`src/klex_pkg.sv`:
```
// klex_pkg: widths, token kinds and the token record of the keyword token lexer
// no dependencies; used by the channel interfaces, the lexer and its checker
`default_nettype none

package klex_pkg;

   localparam int MAX_TEXT    = 63;
   localparam int OFFSET_BITS = 24;
   localparam int LEN_BITS    = $clog2(MAX_TEXT + 1);
   localparam int LINE_BITS   = 16;
   localparam int KIND_BITS   = 5;
   localparam int BYTE_BITS   = 8;

   typedef enum logic [KIND_BITS-1:0] {
      TK_IDENT    = 5'd0,
      TK_NUMBER   = 5'd1,
      TK_STRING   = 5'd2,
      TK_FN       = 5'd3,
      TK_END      = 5'd4,
      TK_VAR      = 5'd5,
      TK_IF       = 5'd6,
      TK_ELSE     = 5'd7,
      TK_LOOP     = 5'd8,
      TK_PRINT    = 5'd9,
      TK_PRINTN   = 5'd10,
      TK_RET      = 5'd11,
      TK_ASSIGN   = 5'd12,
      TK_PLUS     = 5'd13,
      TK_MINUS    = 5'd14,
      TK_STAR     = 5'd15,
      TK_SLASH    = 5'd16,
      TK_GREATER  = 5'd17,
      TK_LESS     = 5'd18,
      TK_EQUALITY = 5'd19,
      TK_AND      = 5'd20,
      TK_OR       = 5'd21,
      TK_NEWLINE  = 5'd22,
      TK_EOF      = 5'd23
   } token_kind_type;

   typedef struct packed {
      token_kind_type         kind;
      logic [LINE_BITS-1:0]   line;
      logic [OFFSET_BITS-1:0] start;
      logic [LEN_BITS-1:0]    length;
      logic                   bad;
      logic                   last;
   } token_type;

endpackage

`default_nettype wire

```
`src/klex_if.sv`:
```
// klex_req_if and klex_rsp_if: valid/ready channels of the keyword token lexer
// depends on klex_pkg for field widths
`default_nettype none

interface klex_req_if import klex_pkg::*; ();
   logic                 valid;
   logic                 ready;
   logic [BYTE_BITS-1:0] source_byte;
   logic                 end_of_source;

   modport source (output valid, source_byte, end_of_source, input ready);
   modport sink   (input valid, source_byte, end_of_source, output ready);
endinterface

interface klex_rsp_if import klex_pkg::*; ();
   logic                   valid;
   logic                   ready;
   logic [KIND_BITS-1:0]   token_kind;
   logic [LINE_BITS-1:0]   token_line;
   logic [OFFSET_BITS-1:0] token_start;
   logic [LEN_BITS-1:0]    token_length;
   logic                   bad_byte;
   logic                   run_last;

   modport source (output valid, token_kind, token_line, token_start, token_length,
                   bad_byte, run_last, input ready);
   modport sink   (input valid, token_kind, token_line, token_start, token_length,
                   bad_byte, run_last, output ready);
endinterface

`default_nettype wire

```
`src/keyword_token_lexer.sv`:
```
// keyword_token_lexer: byte stream in, tokens out
// depends on klex_pkg and the channel interfaces in klex_if.sv
//
// Usage
//   req_bus takes one source byte per transfer, with end_of_source marking
//   the final byte of a text. rsp_bus gives tokens: kind, start line, start
//   offset, length, a flag for an unrecognised byte and run_last on the last
//   token that a byte caused. A byte may cause no token or up to three.
//   A byte is held in the input register, and its tokens are then loaded
//   into the three-entry result register, from which they are offered.
//   Throughput: one byte per cycle while each byte yields at most one token
//   and the receiver is ready; a byte that yields more tokens holds the
//   result register until they drain, one token per cycle while the receiver
//   is ready. A new byte is taken while the last pending token is transferring.
//   Reset (synchronous) empties both registers and returns the scanner to
//   line 1, offset 0, no token open.
//   When the receiver stalls, the tokens stay in place, the byte in the
//   input register waits and req_bus.ready falls.
`default_nettype none

module keyword_token_lexer import klex_pkg::*; (
   input  wire           clock,
   input  wire           reset,
   klex_req_if.sink      req_bus,
   klex_rsp_if.source    rsp_bus
);

   localparam int PREFIX_BYTES = 6;
   localparam int PREFIX_BITS  = PREFIX_BYTES * BYTE_BITS;
   localparam int SLOTS        = 3;

   localparam logic [BYTE_BITS-1:0] CH_NUL     = 8'h00;
   localparam logic [BYTE_BITS-1:0] CH_TAB     = 8'h09;
   localparam logic [BYTE_BITS-1:0] CH_NL      = 8'h0A;
   localparam logic [BYTE_BITS-1:0] CH_CR      = 8'h0D;
   localparam logic [BYTE_BITS-1:0] CH_SPACE   = 8'h20;
   localparam logic [BYTE_BITS-1:0] CH_QUOTE   = 8'h22;
   localparam logic [BYTE_BITS-1:0] CH_HASH    = 8'h23;
   localparam logic [BYTE_BITS-1:0] CH_STAR    = 8'h2A;
   localparam logic [BYTE_BITS-1:0] CH_PLUS    = 8'h2B;
   localparam logic [BYTE_BITS-1:0] CH_MINUS   = 8'h2D;
   localparam logic [BYTE_BITS-1:0] CH_SLASH   = 8'h2F;
   localparam logic [BYTE_BITS-1:0] CH_DIGIT_0 = 8'h30;
   localparam logic [BYTE_BITS-1:0] CH_DIGIT_9 = 8'h39;
   localparam logic [BYTE_BITS-1:0] CH_LT      = 8'h3C;
   localparam logic [BYTE_BITS-1:0] CH_EQ      = 8'h3D;
   localparam logic [BYTE_BITS-1:0] CH_GT      = 8'h3E;
   localparam logic [BYTE_BITS-1:0] CH_UPPER_A = 8'h41;
   localparam logic [BYTE_BITS-1:0] CH_UPPER_Z = 8'h5A;
   localparam logic [BYTE_BITS-1:0] CH_USCORE  = 8'h5F;
   localparam logic [BYTE_BITS-1:0] CH_LOWER_A = 8'h61;
   localparam logic [BYTE_BITS-1:0] CH_LOWER_Z = 8'h7A;

   // keyword text, first character in the low byte
   localparam logic [PREFIX_BITS-1:0] KW_FN     = 48'h0000_0000_6E66;
   localparam logic [PREFIX_BITS-1:0] KW_END    = 48'h0000_0064_6E65;
   localparam logic [PREFIX_BITS-1:0] KW_VAR    = 48'h0000_0072_6176;
   localparam logic [PREFIX_BITS-1:0] KW_IF     = 48'h0000_0000_6669;
   localparam logic [PREFIX_BITS-1:0] KW_ELSE   = 48'h0000_6573_6C65;
   localparam logic [PREFIX_BITS-1:0] KW_LOOP   = 48'h0000_706F_6F6C;
   localparam logic [PREFIX_BITS-1:0] KW_PRINT  = 48'h0074_6E69_7270;
   localparam logic [PREFIX_BITS-1:0] KW_PRINTN = 48'h6E74_6E69_7270;
   localparam logic [PREFIX_BITS-1:0] KW_RET    = 48'h0000_0074_6572;
   localparam logic [PREFIX_BITS-1:0] KW_AND    = 48'h0000_0064_6E61;
   localparam logic [PREFIX_BITS-1:0] KW_OR     = 48'h0000_0000_726F;

   typedef enum logic [2:0] {
      MODE_IDLE    = 3'd0,
      MODE_IDENT   = 3'd1,
      MODE_NUMBER  = 3'd2,
      MODE_STRING  = 3'd3,
      MODE_COMMENT = 3'd4,
      MODE_HALT    = 3'd5
   } mode_type;

   function automatic logic is_digit(input logic [BYTE_BITS-1:0] b);
      return (b >= CH_DIGIT_0) && (b <= CH_DIGIT_9);
   endfunction

   function automatic logic is_word_start(input logic [BYTE_BITS-1:0] b);
      return ((b >= CH_LOWER_A) && (b <= CH_LOWER_Z)) ||
             ((b >= CH_UPPER_A) && (b <= CH_UPPER_Z)) || (b == CH_USCORE);
   endfunction

   function automatic token_kind_type ident_kind(input logic [LEN_BITS-1:0]    len,
                                                 input logic [PREFIX_BITS-1:0] pfx);
      token_kind_type k;
      k = TK_IDENT;
      case (pfx)
         KW_FN:     if (len == LEN_BITS'(2)) k = TK_FN;
         KW_END:    if (len == LEN_BITS'(3)) k = TK_END;
         KW_VAR:    if (len == LEN_BITS'(3)) k = TK_VAR;
         KW_IF:     if (len == LEN_BITS'(2)) k = TK_IF;
         KW_ELSE:   if (len == LEN_BITS'(4)) k = TK_ELSE;
         KW_LOOP:   if (len == LEN_BITS'(4)) k = TK_LOOP;
         KW_PRINT:  if (len == LEN_BITS'(5)) k = TK_PRINT;
         KW_PRINTN: if (len == LEN_BITS'(6)) k = TK_PRINTN;
         KW_RET:    if (len == LEN_BITS'(3)) k = TK_RET;
         KW_AND:    if (len == LEN_BITS'(3)) k = TK_AND;
         KW_OR:     if (len == LEN_BITS'(2)) k = TK_OR;
         default:   k = TK_IDENT;
      endcase
      return k;
   endfunction

   function automatic token_kind_type op_kind(input logic [BYTE_BITS-1:0] b);
      token_kind_type k;
      case (b)
         CH_EQ:    k = TK_ASSIGN;
         CH_PLUS:  k = TK_PLUS;
         CH_MINUS: k = TK_MINUS;
         CH_STAR:  k = TK_STAR;
         CH_SLASH: k = TK_SLASH;
         CH_GT:    k = TK_GREATER;
         CH_LT:    k = TK_LESS;
         default:  k = TK_EOF;
      endcase
      return k;
   endfunction

   // only the first six bytes are kept for keyword matching
   function automatic logic [PREFIX_BITS-1:0] append_prefix(
         input logic [PREFIX_BITS-1:0] pfx,
         input logic [LEN_BITS-1:0]    len,
         input logic [BYTE_BITS-1:0]   b);
      logic [PREFIX_BITS-1:0] p;
      p = pfx;
      for (int i = 0; i < PREFIX_BYTES; i++) begin
         if (len == LEN_BITS'(i)) p[BYTE_BITS*i +: BYTE_BITS] = b;
      end
      return p;
   endfunction

   function automatic token_type make_token(input token_kind_type         kind,
                                            input logic [LINE_BITS-1:0]   line,
                                            input logic [OFFSET_BITS-1:0] start,
                                            input logic [LEN_BITS-1:0]    length,
                                            input logic                   bad);
      token_type t;
      t.kind   = kind;
      t.line   = line;
      t.start  = start;
      t.length = length;
      t.bad    = bad;
      t.last   = 1'b0;
      return t;
   endfunction

   // input register
   logic                 in_valid_ff, in_valid_in;
   logic [BYTE_BITS-1:0] in_byte_ff;
   logic                 in_last_ff;

   // scanner state
   mode_type               mode_ff, mode_in;
   logic [LEN_BITS-1:0]    len_ff, len_in;
   logic [PREFIX_BITS-1:0] prefix_ff, prefix_in;
   logic [LINE_BITS-1:0]   line_ff, line_in;
   logic [OFFSET_BITS-1:0] pos_ff, pos_in;
   logic [OFFSET_BITS-1:0] origin_ff, origin_in;

   // result register
   token_type  slot_ff [SLOTS];
   token_type  slot_in [SLOTS];
   logic [1:0] rem_ff, rem_in;

   logic       req_xfer, rsp_xfer, advance;

   // per-byte working values
   mode_type               mode_a, mode_b;
   logic [LEN_BITS-1:0]    len_a, len_b;
   logic [PREFIX_BITS-1:0] prefix_a, prefix_b;
   logic [OFFSET_BITS-1:0] origin_b, pos_next;
   logic [LINE_BITS-1:0]   line_b;
   logic                   taken, active;
   logic                   e0_v, e1_v, e2_v, e3_v;
   token_kind_type         e0_kind, e1_kind, e2_kind;
   logic [LEN_BITS-1:0]    e1_len;
   logic                   e1_bad;
   token_type              new_slot [SLOTS];
   logic [1:0]             new_count;

   assign rsp_xfer = rsp_bus.valid && rsp_bus.ready;
   assign advance  = in_valid_ff &&
                     ((rem_ff == 2'd0) || ((rem_ff == 2'd1) && rsp_bus.ready));
   assign req_bus.ready = !in_valid_ff || advance;
   assign req_xfer      = req_bus.valid && req_bus.ready;

   // continue the open token with this byte
   always_comb begin
      mode_a   = mode_ff;
      len_a    = len_ff;
      prefix_a = prefix_ff;
      taken    = 1'b0;
      e0_v     = 1'b0;
      e0_kind  = TK_STRING;
      case (mode_ff)
         MODE_IDENT, MODE_NUMBER: begin
            if ((mode_ff == MODE_IDENT) ? (is_word_start(in_byte_ff) || is_digit(in_byte_ff))
                                        : is_digit(in_byte_ff)) begin
               taken    = 1'b1;
               len_a    = len_ff + LEN_BITS'(1);
               prefix_a = append_prefix(prefix_ff, len_ff, in_byte_ff);
               if (len_a >= LEN_BITS'(MAX_TEXT)) begin
                  e0_v   = 1'b1;
                  mode_a = MODE_IDLE;
               end
            end else begin
               e0_v   = 1'b1;
               mode_a = MODE_IDLE;
            end
            e0_kind = (mode_ff == MODE_IDENT) ? ident_kind(len_a, prefix_a) : TK_NUMBER;
         end
         MODE_STRING: begin
            if (in_byte_ff == CH_QUOTE) begin
               taken    = 1'b1;
               len_a    = len_ff + LEN_BITS'(1);
               prefix_a = append_prefix(prefix_ff, len_ff, in_byte_ff);
               e0_v     = 1'b1;
               mode_a   = MODE_IDLE;
            end else if ((in_byte_ff != CH_NUL) && (len_ff < LEN_BITS'(MAX_TEXT - 1))) begin
               taken    = 1'b1;
               len_a    = len_ff + LEN_BITS'(1);
               prefix_a = append_prefix(prefix_ff, len_ff, in_byte_ff);
            end else begin
               // string at its limit or cut short: emitted without closing quote
               e0_v   = 1'b1;
               mode_a = MODE_IDLE;
            end
         end
         MODE_COMMENT: begin
            if ((in_byte_ff != CH_NL) && (in_byte_ff != CH_NUL)) taken  = 1'b1;
            else                                                mode_a = MODE_IDLE;
         end
         default: mode_a = MODE_IDLE;
      endcase
   end

   // scan the byte afresh when the open token did not take it
   always_comb begin
      mode_b   = mode_a;
      len_b    = len_a;
      prefix_b = prefix_a;
      origin_b = origin_ff;
      line_b   = line_ff;
      e1_v     = 1'b0;
      e1_kind  = TK_EOF;
      e1_len   = LEN_BITS'(1);
      e1_bad   = 1'b0;
      if (!taken) begin
         case (in_byte_ff) inside
            CH_SPACE, CH_TAB, CH_CR: begin
               // whitespace is skipped
            end
            CH_NUL: begin
               e1_v   = 1'b1;
               e1_len = '0;
               mode_b = MODE_HALT;
            end
            CH_NL: begin
               e1_v    = 1'b1;
               e1_kind = TK_NEWLINE;
               if (line_ff != '1) line_b = line_ff + LINE_BITS'(1);
            end
            CH_HASH: mode_b = MODE_COMMENT;
            CH_QUOTE: begin
               mode_b   = MODE_STRING;
               origin_b = pos_ff;
               len_b    = LEN_BITS'(1);
               prefix_b = PREFIX_BITS'(in_byte_ff);
            end
            CH_EQ, CH_PLUS, CH_MINUS, CH_STAR, CH_SLASH, CH_GT, CH_LT: begin
               e1_v    = 1'b1;
               e1_kind = op_kind(in_byte_ff);
            end
            [CH_LOWER_A:CH_LOWER_Z], [CH_UPPER_A:CH_UPPER_Z], CH_USCORE: begin
               mode_b   = MODE_IDENT;
               origin_b = pos_ff;
               len_b    = LEN_BITS'(1);
               prefix_b = PREFIX_BITS'(in_byte_ff);
            end
            [CH_DIGIT_0:CH_DIGIT_9]: begin
               mode_b   = MODE_NUMBER;
               origin_b = pos_ff;
               len_b    = LEN_BITS'(1);
               prefix_b = PREFIX_BITS'(in_byte_ff);
            end
            default: begin
               e1_v   = 1'b1;
               e1_len = '0;
               e1_bad = 1'b1;
               mode_b = MODE_HALT;
            end
         endcase
      end
   end

   // end of source: flush what is open, then the end token
   always_comb begin
      pos_next = pos_ff + OFFSET_BITS'(1);
      active   = (mode_ff != MODE_HALT);
      e3_v     = active && in_last_ff && (mode_b != MODE_HALT);
      e2_v     = e3_v && ((mode_b == MODE_IDENT) || (mode_b == MODE_NUMBER) ||
                          (mode_b == MODE_STRING));
      case (mode_b)
         MODE_IDENT:  e2_kind = ident_kind(len_b, prefix_b);
         MODE_NUMBER: e2_kind = TK_NUMBER;
         default:     e2_kind = TK_STRING;
      endcase
   end

   // pack the tokens of this byte into the result slots in order
   always_comb begin
      logic [1:0] n;
      n = 2'd0;
      for (int i = 0; i < SLOTS; i++) new_slot[i] = slot_ff[i];
      if (active && e0_v) begin
         new_slot[n] = make_token(e0_kind, line_ff, origin_ff, len_a, 1'b0);
         n = n + 2'd1;
      end
      // a fresh single-character token and an end-of-source flush never meet
      if (active && e1_v) begin
         new_slot[n] = make_token(e1_kind, line_ff, pos_ff, e1_len, e1_bad);
         n = n + 2'd1;
      end else if (e2_v) begin
         new_slot[n] = make_token(e2_kind, line_b, origin_b, len_b, 1'b0);
         n = n + 2'd1;
      end
      if (e3_v) begin
         new_slot[n] = make_token(TK_EOF, line_b, pos_next, '0, 1'b0);
         n = n + 2'd1;
      end
      for (int i = 0; i < SLOTS; i++) new_slot[i].last = (n == 2'(i + 1));
      new_count = n;
   end

   // next values of all registers
   always_comb begin
      in_valid_in = in_valid_ff;
      mode_in     = mode_ff;
      len_in      = len_ff;
      prefix_in   = prefix_ff;
      line_in     = line_ff;
      pos_in      = pos_ff;
      origin_in   = origin_ff;
      rem_in      = rem_ff;
      for (int i = 0; i < SLOTS; i++) slot_in[i] = slot_ff[i];

      if (req_xfer)     in_valid_in = 1'b1;
      else if (advance) in_valid_in = 1'b0;

      if (advance) begin
         if (in_last_ff) begin
            mode_in   = MODE_IDLE;
            len_in    = '0;
            prefix_in = '0;
            line_in   = LINE_BITS'(1);
            pos_in    = '0;
            origin_in = '0;
         end else if (active) begin
            mode_in   = mode_b;
            len_in    = len_b;
            prefix_in = prefix_b;
            line_in   = line_b;
            pos_in    = pos_next;
            origin_in = origin_b;
         end
         for (int i = 0; i < SLOTS; i++) slot_in[i] = new_slot[i];
         rem_in = new_count;
      end else if (rsp_xfer) begin
         for (int i = 0; i < SLOTS - 1; i++) slot_in[i] = slot_ff[i + 1];
         rem_in = rem_ff - 2'd1;
      end
   end

   always_ff @(posedge clock) begin
      if (reset) begin
         in_valid_ff <= 1'b0;
         mode_ff     <= MODE_IDLE;
         len_ff      <= '0;
         prefix_ff   <= '0;
         line_ff     <= LINE_BITS'(1);
         pos_ff      <= '0;
         origin_ff   <= '0;
         rem_ff      <= 2'd0;
      end else begin
         in_valid_ff <= in_valid_in;
         mode_ff     <= mode_in;
         len_ff      <= len_in;
         prefix_ff   <= prefix_in;
         line_ff     <= line_in;
         pos_ff      <= pos_in;
         origin_ff   <= origin_in;
         rem_ff      <= rem_in;
      end
      if (req_xfer) begin
         in_byte_ff <= req_bus.source_byte;
         in_last_ff <= req_bus.end_of_source;
      end
      for (int i = 0; i < SLOTS; i++) slot_ff[i] <= slot_in[i];
   end

   assign rsp_bus.valid        = (rem_ff != 2'd0);
   assign rsp_bus.token_kind   = slot_ff[0].kind;
   assign rsp_bus.token_line   = slot_ff[0].line;
   assign rsp_bus.token_start  = slot_ff[0].start;
   assign rsp_bus.token_length = slot_ff[0].length;
   assign rsp_bus.bad_byte     = slot_ff[0].bad;
   assign rsp_bus.run_last     = slot_ff[0].last;

endmodule

`default_nettype wire

```
`src/flat_wrapper.sv`:
```
// flat-port wrapper written by rule: the top's interface ports become plain ports
module keyword_token_lexer_flat import klex_pkg::*;
  (clock, reset, req_bus_valid, req_bus_source_byte, req_bus_end_of_source, req_bus_ready, rsp_bus_valid, rsp_bus_token_kind, rsp_bus_token_line, rsp_bus_token_start, rsp_bus_token_length, rsp_bus_bad_byte, rsp_bus_run_last, rsp_bus_ready);
  klex_req_if req_bus_i ();
  klex_rsp_if rsp_bus_i ();
  input  wire clock;
  input  wire reset;
  input wire logic [$bits(req_bus_i.valid)-1:0] req_bus_valid;
  input wire logic [$bits(req_bus_i.source_byte)-1:0] req_bus_source_byte;
  input wire logic [$bits(req_bus_i.end_of_source)-1:0] req_bus_end_of_source;
  output wire logic [$bits(req_bus_i.ready)-1:0] req_bus_ready;
  output wire logic [$bits(rsp_bus_i.valid)-1:0] rsp_bus_valid;
  output wire logic [$bits(rsp_bus_i.token_kind)-1:0] rsp_bus_token_kind;
  output wire logic [$bits(rsp_bus_i.token_line)-1:0] rsp_bus_token_line;
  output wire logic [$bits(rsp_bus_i.token_start)-1:0] rsp_bus_token_start;
  output wire logic [$bits(rsp_bus_i.token_length)-1:0] rsp_bus_token_length;
  output wire logic [$bits(rsp_bus_i.bad_byte)-1:0] rsp_bus_bad_byte;
  output wire logic [$bits(rsp_bus_i.run_last)-1:0] rsp_bus_run_last;
  input wire logic [$bits(rsp_bus_i.ready)-1:0] rsp_bus_ready;
  assign req_bus_i.valid = req_bus_valid;
  assign req_bus_i.source_byte = req_bus_source_byte;
  assign req_bus_i.end_of_source = req_bus_end_of_source;
  assign req_bus_ready = req_bus_i.ready;
  assign rsp_bus_valid = rsp_bus_i.valid;
  assign rsp_bus_token_kind = rsp_bus_i.token_kind;
  assign rsp_bus_token_line = rsp_bus_i.token_line;
  assign rsp_bus_token_start = rsp_bus_i.token_start;
  assign rsp_bus_token_length = rsp_bus_i.token_length;
  assign rsp_bus_bad_byte = rsp_bus_i.bad_byte;
  assign rsp_bus_run_last = rsp_bus_i.run_last;
  assign rsp_bus_i.ready = rsp_bus_ready;
  keyword_token_lexer u_core (.clock(clock), .reset(reset), .req_bus(req_bus_i), .rsp_bus(rsp_bus_i));
endmodule
```
`config.mk`:
```
export PLATFORM = sky130hd
export DESIGN_NAME = keyword_token_lexer_flat
export DESIGN_NICKNAME = d
export VERILOG_FILES = /design/src/klex_pkg.sv /design/src/klex_if.sv /design/src/keyword_token_lexer.sv /design/src/flat_wrapper.sv
export SDC_FILE = /design/constraint.sdc
export NUM_CORES = 1
export LEC_CHECK = 0
export BUFFER_PORTS_ARGS = -buffer_cell sky130_fd_sc_hd__buf_2
export CORE_UTILIZATION = 38
export DETAILED_ROUTE_END_ITERATION = 8
export PLACE_DENSITY = 0.64
export SETUP_SLACK_MARGIN = 0.1
export SYNTH_ARGS = -nofsm -noshare
export SYNTH_HDL_FRONTEND = slang
export SYNTH_SLANG_ARGS = --single-unit
```
`constraint.sdc`:
```
create_clock -name clock -period 8.64 [get_ports clock]
set_clock_uncertainty 0.1 [all_clocks]
set_input_delay 0.864 -clock clock [delete_from_list [all_inputs] [get_ports clock]]
set_output_delay 0.864 -clock clock [all_outputs]
set_load 0.1 [all_outputs]
```
== Word level (Yosys, flattened, before mapping) ==
Memory sizes are Yosys's and may differ from the RTL's.
Index checks and enable logic that the tools add are counted.

* Register bits after elaboration: 133
* RAM bits: 159
* Bits of input ports: 13
* Output and inout bits: 55
* Word-level logic and storage cells: 302
* Memories: 1

* Add/sub/neg operators: 6
* $lt $le $gt $ge: 12
* Eq/ne operators: 66
* Mux-type cells: 168
* Bitwise logic cells: 2
* Reduce and logical (&&, ||, !) cells: 37

{| class="wikitable"
|+ Memory list
! memory !! words !! width !! rd ports !! clocked after Yosys merged registers in !! wr ports !! RTL line !! text
|-
| u_core.slot_ff || 3 || 53 || 3 || 0 || 3 || keyword_token_lexer.sv:163 || <nowiki>token_type slot_ff [SLOTS];</nowiki>
|}

{| class="wikitable"
|+ Operators by type and width
! cell !! number
|-
| $mux 48 || 15
|-
| $bwmux 159 || 3
|-
| $mux 159 || 3
|-
| $eq 48x23->1 const B || 8
|-
| $mux 24 || 13
|-
| $eq 48x15->1 const B || 6
|-
| $demux 53 s2 || 2
|-
| $mux 106 || 2
|-
| $mux 53 || 4
|-
| $eq 48x31->1 const B || 4
|-
| $mux 6 || 23
|-
| $mux 16 || 7
|-
| $pmux 5 s11 || 2
|-
| $eq 48x39->1 const B || 2
|-
| $eq 48x47->1 const B || 2
|-
| $pmux 48 s2 || 1
|-
| $eq 8x6->1 const B || 10
|-
| $mux 3 || 24
|-
| $mux 5 || 13
|-
| $eq 6x3->1 const B || 8
|-
| $mux 8 || 6
|-
| $eq 6x2->1 const B || 6
|-
| $pmux 5 s7 || 1
|-
| $mux 4 || 8
|-
| 46 further kinds || 118
|}

== Longest topological paths before layout ==
Gate-level depths: netlist of run 1.

* Depth after elaboration: 29
* Mapped depth: 25

== Worst setup path after synthesis of run 1 ==
No wires, ideal clock.

* Kind: register to register
* Start: register, netlist name u_core.in_byte_ff[3]
* End: memory u_core.slot_ff[0][114] in the netlist's numbering, enable pin
* Setup time: 0.440 ns
* Arrival: 5.743 ns
* Required time: 8.100 ns
* Path slack: 2.358 ns
* Cell stages (with the launch flop): 22
* Path through: edfxtp_1 buf_6 or3_1 buf_2 o211a_1 buf_6 a221o_1 nor3_1 a211oi_1 a211o_1 buf_4 inv_4 buf_4 buf_2 ha_1 nor2_1 nor2_1 inv_1 ha_1 nand2_1 clkbuf_1 nor2_1

{| class="wikitable"
|+ RTL lines
! element !! RTL line
|-
| end, declared || keyword_token_lexer.sv:163
|}

==> results of run 1 <==
## kinds of logic after synthesis
group	after synthesis	synth area share, %
muxes	33	1.77
xor gates and xnor gates	49	2.21
and+or+nand+nor	895	22.5
buffers and inverters	292	7.17
AOI/OAI and AO/OA	819	28.4
adders and majority gates	13	0.839
DFF	281	37.1
## path summary, 6_finish.rpt
| kind | slack [ns] | cells after the start | to | start |
|---|---|---|---|---|
| worst max-delay path | 1.93 | 17 | u_core.slot_ff[0][152] | u_core.in_byte_ff[1] |
| worst min-delay path | 0.37 | 1 | u_core.in_byte_ff[6] | req_bus_source_byte[6] |
| worst max register to register | 1.93 | 17 | u_core.slot_ff[0][152] | u_core.in_byte_ff[1] |
| worst min register to register | 0.41 | 2 | u_core.origin_ff[11] | u_core.origin_ff[11] |
## through the flow
| step | setup slack, ns | hold slack [ns] |
|---|---|---|
| floorplan | 2.36 | 0.371 |
| global placement | 2.24 | 0.389 |
| detailed placement | 2.16 | 0.399 |
| CTS | 2.12 | 0.357 |
| global route | 1.68 | 0.371 |
| finish | 1.93 | 0.367 |
## cells in the final DEF (no fill, tap or decap), drive strengths merged, types with 58 or more instances in the layout
cell	synthesis	layout
nor3	58	58
nand2	179	179
buf	116	119
edfxtp	157	157
o21ai	183	183
nand3	80	80
a22oi	81	81
dfxtp	124	124
nor2	357	357
a21oi	192	192
## worst reg2reg max path: stages (launching register included)
cell and delay [ns]:
edfxtp_1 0.35, buf_4 0.27, nor4_2 0.77, o2bb2ai_1 0.52, o211ai_1 0.38, nor3_2 0.35, a221oi_1 0.19, a211o_1 0.31
buf_4 0.22, inv_4 0.38, ha_1 0.36, nor2_1 0.11, nor2_1 0.10, inv_1 0.13, ha_1 0.22, nand2_1 0.49
nor2_4 0.77, buf_4 0.37
## power groups by stage
| stage | clock network (W) | logic [W] | registers, W |
|---|---|---|---|
| floorplan | 0 | 0.00136 | 0.00170 |
| global placement | 0 | 0.00170 | 0.00172 |
| detailed placement | 0 | 0.00171 | 0.00173 |
| CTS | 0.00151 | 0.00171 | 0.00170 |
| global route | 0.00157 | 0.00182 | 0.00171 |
| finish | 0.00150 | 0.00174 | 0.00170 |
## registers in the layout, summed over array words and instances (netlist names)
name	cells
u_core.origin_ff	24
u_core.pos_ff	24
u_core.mode_ff	3
u_core.line_ff	16
u_core.len_ff	6
u_core.rem_ff	2
u_core.slot_ff	148
u_core.in_last_ff	1
u_core.in_byte_ff	8
u_core.prefix_ff	48
u_core.in_valid_ff	1
## area by class of cell
| class | count | area, um2 | area share [%] |
|---|---|---|---|
| multi-input cells | 1809 | 10900 | 52.0 |
| flip-flops and latches | 281 | 7200 | 34.5 |
| clock buffers | 50 | 1000 | 4.81 |
| well taps | 672 | 841 | 4.03 |
| repair buffers | 119 | 728 | 3.49 |
| clock inverters | 16 | 145 | 0.695 |
| inverters | 29 | 111 | 0.533 |
## per-layer routing
metal / vias to the layer above / share of wire, % / global-route usage (%)
met5: - / 0.031 / 0
li1: 8728 / - / -
met4: 4 / 4.7 / 14.2
met2: 1308 / 45 / 46.8
met1: 9691 / 41 / 40.6
met3: 237 / 10 / 5.23
==> flow_summary_export.csv, run 1 <==
group,metric,value,unit
status,status,"finished, final reports clean",
yosys,yosysWarnings,0,
die,die_y,228,um
yosys,synthTopCellsByArea,"edfxtp_1 24%, dfxtp_1 13%, nor2_1 6.8%",
yosys,syn-num-nets,2408,
timing,clock.fmax,149,MHz
cts,ctsLongestPathBuffers,3,
timing,slew_headroom,11.7,%
timing,fin_setup_tns,0,ns
yosys,synth_edf_count,157,
power,cellPowerDensity,237,nW/um2
placed_design,placed_area,19700,um2
placed_design,gp_congestion,1.08,
power,p_switching,0.00210,W
grt,overflow,0,
timing,fin_crit,6.71,ns
power,p_comb_share,35.2,%
routing,vias_per_cell,6.71,
grt,track_usage,30.1,%
power,seqPwrFrac,34.5,%
yosys,synthDistinctLibCells,109,
placed_design,placedCellCount,2910,
die,die_w,228,um
finish,fill_cells,5101,
cts,cts_setup_buffers,0,
cts,clockRootBuffer,"clkbuf_16",
cts,cts_tree,"done",
power,power_switching_share,42.6,%
cts,worstSkewPairLatency,0.57,ns
finish,drive_gt1_share,10.5,%
timing,slew_violations,0,
yosys,synth_area_per_cell,8.14,um2
timing,rsz0062_at_grt,"no",
die,die_area,51900,um2
cts,cts_resized,0,
yosys,synth.yosys.seq_area_share,37.1,%
cts,hold_buffers,0,
routing,drc,0,
critical_path,cp_slowest_cell,"nor2_4",
routing,drt.antenna.violating_nets,0,
power,ir_drop,0.000211,V
die,initial_core_util,38.6,%
yosys,synth_area_leader_cell,"edfxtp_1",
die,core,50300,um2
critical_path,path_buf_inv,5,
critical_path,cp-end-kind,"register",
critical_path,critical_path_class,"reg -> reg",
grt,antenna_found_initial,2,
cts,cts.clk_slew.worst_paths,0.06,ns
critical_path,crit_path_start_kind,"register",
critical_path,worstPathMaxFanout,34,
timing,setup_violations,0,
grt,grt_pass1_vias,18600,
routing,drtIter0Drc,2833,
finish,syn_to_final_growth,7.73,%
routing,dr.pass1.iters,7,
die,num_rows,82,
yosys,synth_commonest_cells,"352 x nor2_1, 188 x a21oi_1, 177 x nand2_1, 157 x edfxtp_1, 146 x clkbuf_1",
critical_path,crit_path_cell_trace,"buf_4 > nor4_2 > o2bb2ai_1 > o211ai_1 > nor3_2 > a221oi_1 > a211o_1 > buf_4 > inv_4 > ha_1 > nor2_1 > nor2_1 > inv_1 > ha_1 > nand2_1 > nor2_4 > buf_4",
routing,vias,20000,
yosys,synth_top_flop_cell,"edfxtp_1",
power,power.share.clock,30.3,%
timing,min_period_over_period,77.6,%
yosys,synth_area,19400,um2
finish,n_antenna_cell,0,
power,internal_power,0.00284,W
yosys,synth.most_common_cell,"nor2_1",
die,io_pins,68,
run,cap_viol_max_count,0,
yosys,synth-seq-cells,281,
placed_design,place.detailed.hpwl,54900,um
yosys,syn_inst,2382,
cts,htreeDepth,2,
timing,max_slew.worst_pin.slew,1.32,ns
cts,cts_made_buffers,36,
yosys,async_flop_share,0,%
finish,postLayoutCoreUtil,41.5,%
routing,wl,80800,um
grt,grt_pass1_wl,121000,um
critical_path,critical_path.max_stage_delay,0.77,ns
finish,final_cells,2976,
placed_design,io_buffer_count,67,
timing,hold_viol,0,
critical_path,arrival,6.86,ns
power,total_power,0.00494,W
finish,nets,2302,
hold_path,hold_class,"in -> reg",
critical_path,worst_path_most_repeated_cell,"buf_4",
power,p_leak,6.81,nW
critical_path,critical-path-top-delay-family,"simple AND/OR/NAND/NOR gates",
yosys,synth_top_area_share,24.3,%
finish,final_cell_area,20900,um2
cts,numClockSinks,281,
routing,wl_per_cell,27.2,um
critical_path,crit_required,8.79,ns
grt,grt_max_degree,87,
Note: power is estimated with default switching activity, not from simulation.
==> run 2: changes to the inputs <==
Settings changed: PLACE_DENSITY 0.64 to 0.66.
Clock period 8.64 ns to 6 ns, I/O delays scaled along.
==> flow_summary_export.csv, run 2 (synthesized netlist as in run 1, its figures left out) <==
group,metric,value,unit
timing,clock.fmax,183,MHz
grt,grt_pass1_wl,119000,um
timing,setup_violations,0,
cts,numClockSinks,281,
grt,grt_pass1_vias,19000,
critical_path,critical_path_class,"reg -> reg",
timing,fin_setup_tns,0,ns
routing,drc,0,
finish,top_register,"u_core.slot_ff",
routing,wl_per_cell,26.2,um
power,seqPwrFrac,35.0,%
critical_path,cp-end-kind,"register",
die,core,50300,um2
critical_path,crit_path_cell_trace,"buf_4 > nor2b_1 > nand4_1 > o211ai_1 > nor3_2 > a221oi_1 > a211o_1 > inv_4 > ha_1 > nor2_1 > nor2_1 > ha_1 > and2_2 > nor2_1 > buf_4 > a311oi_1 > o21ai_1",
timing,slew_violations,0,
timing,min_period_over_period,91.2,%
power,power_switching_share,42.3,%
cts,htreeDepth,2,
cts,cts_tree,"done",
critical_path,r2r_start,"u_core.in_byte_ff[0]",
status,status,"finished, final reports clean",
routing,dr.pass1.iters,8,
cts,clockRootBuffer,"clkbuf_16",
finish,final_cell_mix,"349 x nor2_1, 188 x a21oi_1, 177 x nand2_1, 157 x edfxtp_1, 124 x dfxtp_1",
run,cap_viol_max_count,0,
hold_path,worstHoldEndpoint,"u_core.in_byte_ff[7]",
critical_path,crit_path_start_kind,"register",
grt,grt_max_degree,92,
timing,slew_headroom,25.2,%
critical_path,cp_slowest_cell,"edfxtp_1",
cts,cts.clk_slew.worst_paths,0.06,ns
die,die_y,228,um
routing,drtIter0Drc,3012,
finish,fill_cells,5131,
timing,rsz0062_at_grt,"no",
critical_path,reg2reg_slack,0.53,ns
power,cellPowerDensity,334,nW/um2
routing,drt.antenna.violating_nets,0,
power,ir_drop,0.000257,V
placed_design,place.detailed.hpwl,54000,um
cts,hold_buffers,0,
power,p_leak,6.96,nW
cts,cts_made_buffers,34,
grt,antenna_found_initial,1,
cts,cts_resized,0,
routing,vias_per_cell,6.72,
finish,syn_to_final_growth,8.88,%
die,die_area,51900,um2
finish,reg.largest.list,"u_core.slot_ff: 148 flops, u_core.prefix_ff: 48 flops",
grt,track_usage,29.5,%
power,power.share.clock,29.5,%
finish,drive_gt1_share,11.6,%
placed_design,placedCellCount,2942,
power,total_power,0.00704,W
routing,wl,78700,um
critical_path,ff2ff_path_depth,17,
finish,n_antenna_cell,0,
hold_path,min_path_cells,1,
cts,ctsLongestPathBuffers,3,
power,p_comb_share,35.5,%
placed_design,gp_congestion,1.12,
finish,final_cells,3004,
die,io_pins,68,
timing,whs,0.101,ns
finish,largest_reg_flops,148,
critical_path,critical_path.max_stage_delay,0.64,ns
finish,nets,2332,
cts,worstSkewPairLatency,0.58,ns
die,initial_core_util,38.6,%
critical_path,worst_path_most_repeated_cell,"nor2_1",
routing,vias,20200,
power,internal_power,0.00406,W
power,p_switching,0.00298,W
critical_path,crit_required,6.16,ns
die,die_w,228,um
critical_path,critical-path-top-delay-family,"simple AND/OR/NAND/NOR gates",
critical_path,arrival,5.63,ns
critical_path,worstPathMaxFanout,29,
critical_path,path_buf_inv,3,
timing,hold_viol,0,
placed_design,io_buffer_count,67,
grt,overflow,0,
timing,max_slew.worst_pin.slew,1.11,ns
hold_path,hold_class,"in -> reg",
die,num_rows,82,
critical_path,r2r_end,"u_core.slot_ff[0][98]",
hold_path,hold_start,"req_bus_source_byte[7]",
finish,final_common_cell,"nor2_1",
cts,cts_setup_buffers,0,
timing,fin_crit,5.47,ns
[run 2: cell count changes in the layout (fill, tap and decap cells not counted), sizes merged]
cell and delta:
clkbuf -7, bufinv +1, clkinv +3, buf +32, clkinvlp -1
[run 2: layout make-up]
cell class	count	area (um2)	share of cell area, %
repair buffers	151	1010	4.77
clock inverters	19	185	0.877
inverters	29	111	0.528
multi-input cells	1809	10900	51.4
well taps	672	841	3.98
flip-flops and latches	281	7200	34.1
clock buffers	43	915	4.33
[run 2: layer usage]
layer / global-route usage, % / vias to the layer above / routed length [um]
met5: 0 / - / 12
met4: 16.7 / 2 / 4760
met3: 5.71 / 287 / 8680
met2: 44.7 / 1403 / 34700
met1: 39.3 / 9677 / 30600
li1: - / 8806 / -
[run 2: how the worst max path moves through the flow]
stage	start	to	depth (start not counted)
2_1_floorplan	u_core.in_byte_ff[3]	u_core.slot_ff[0][114]	21
3_3_place_gp	u_core.in_byte_ff[6]	u_core.slot_ff[0][86]	19
3_5_place_dp	u_core.in_byte_ff[0]	u_core.slot_ff[0][93]	19
4_1_cts	u_core.in_byte_ff[0]	u_core.slot_ff[0][98]	17
5_1_grt	u_core.in_byte_ff[0]	u_core.slot_ff[0][87]	19
6_report	u_core.in_byte_ff[0]	u_core.slot_ff[0][98]	17
[run 2: power groups by stage]
stage	clock, W	sequential [W]	combinational [W]
floorplan	0	0.00244	0.00196
global placement	0	0.00249	0.00243
detailed placement	0	0.00249	0.00246
CTS	0.00211	0.00246	0.00247
global route	0.00219	0.00248	0.00264
finish	0.00208	0.00246	0.00250
[run 2: metrics by stage]
| step | utilization (%) | cell area [um2] | setup slack (ns) |
|---|---|---|---|
| after floorplan | - | 19400 | 0.399 |
| after global placement | 39.8 | 20000 | 0.764 |
| after detailed placement | 39.8 | 20000 | 0.660 |
| after CTS | 42.0 | 21100 | 0.649 |
| after global routing | 42.0 | 21100 | 0.198 |
| final | 42.0 | 21100 | 0.526 |
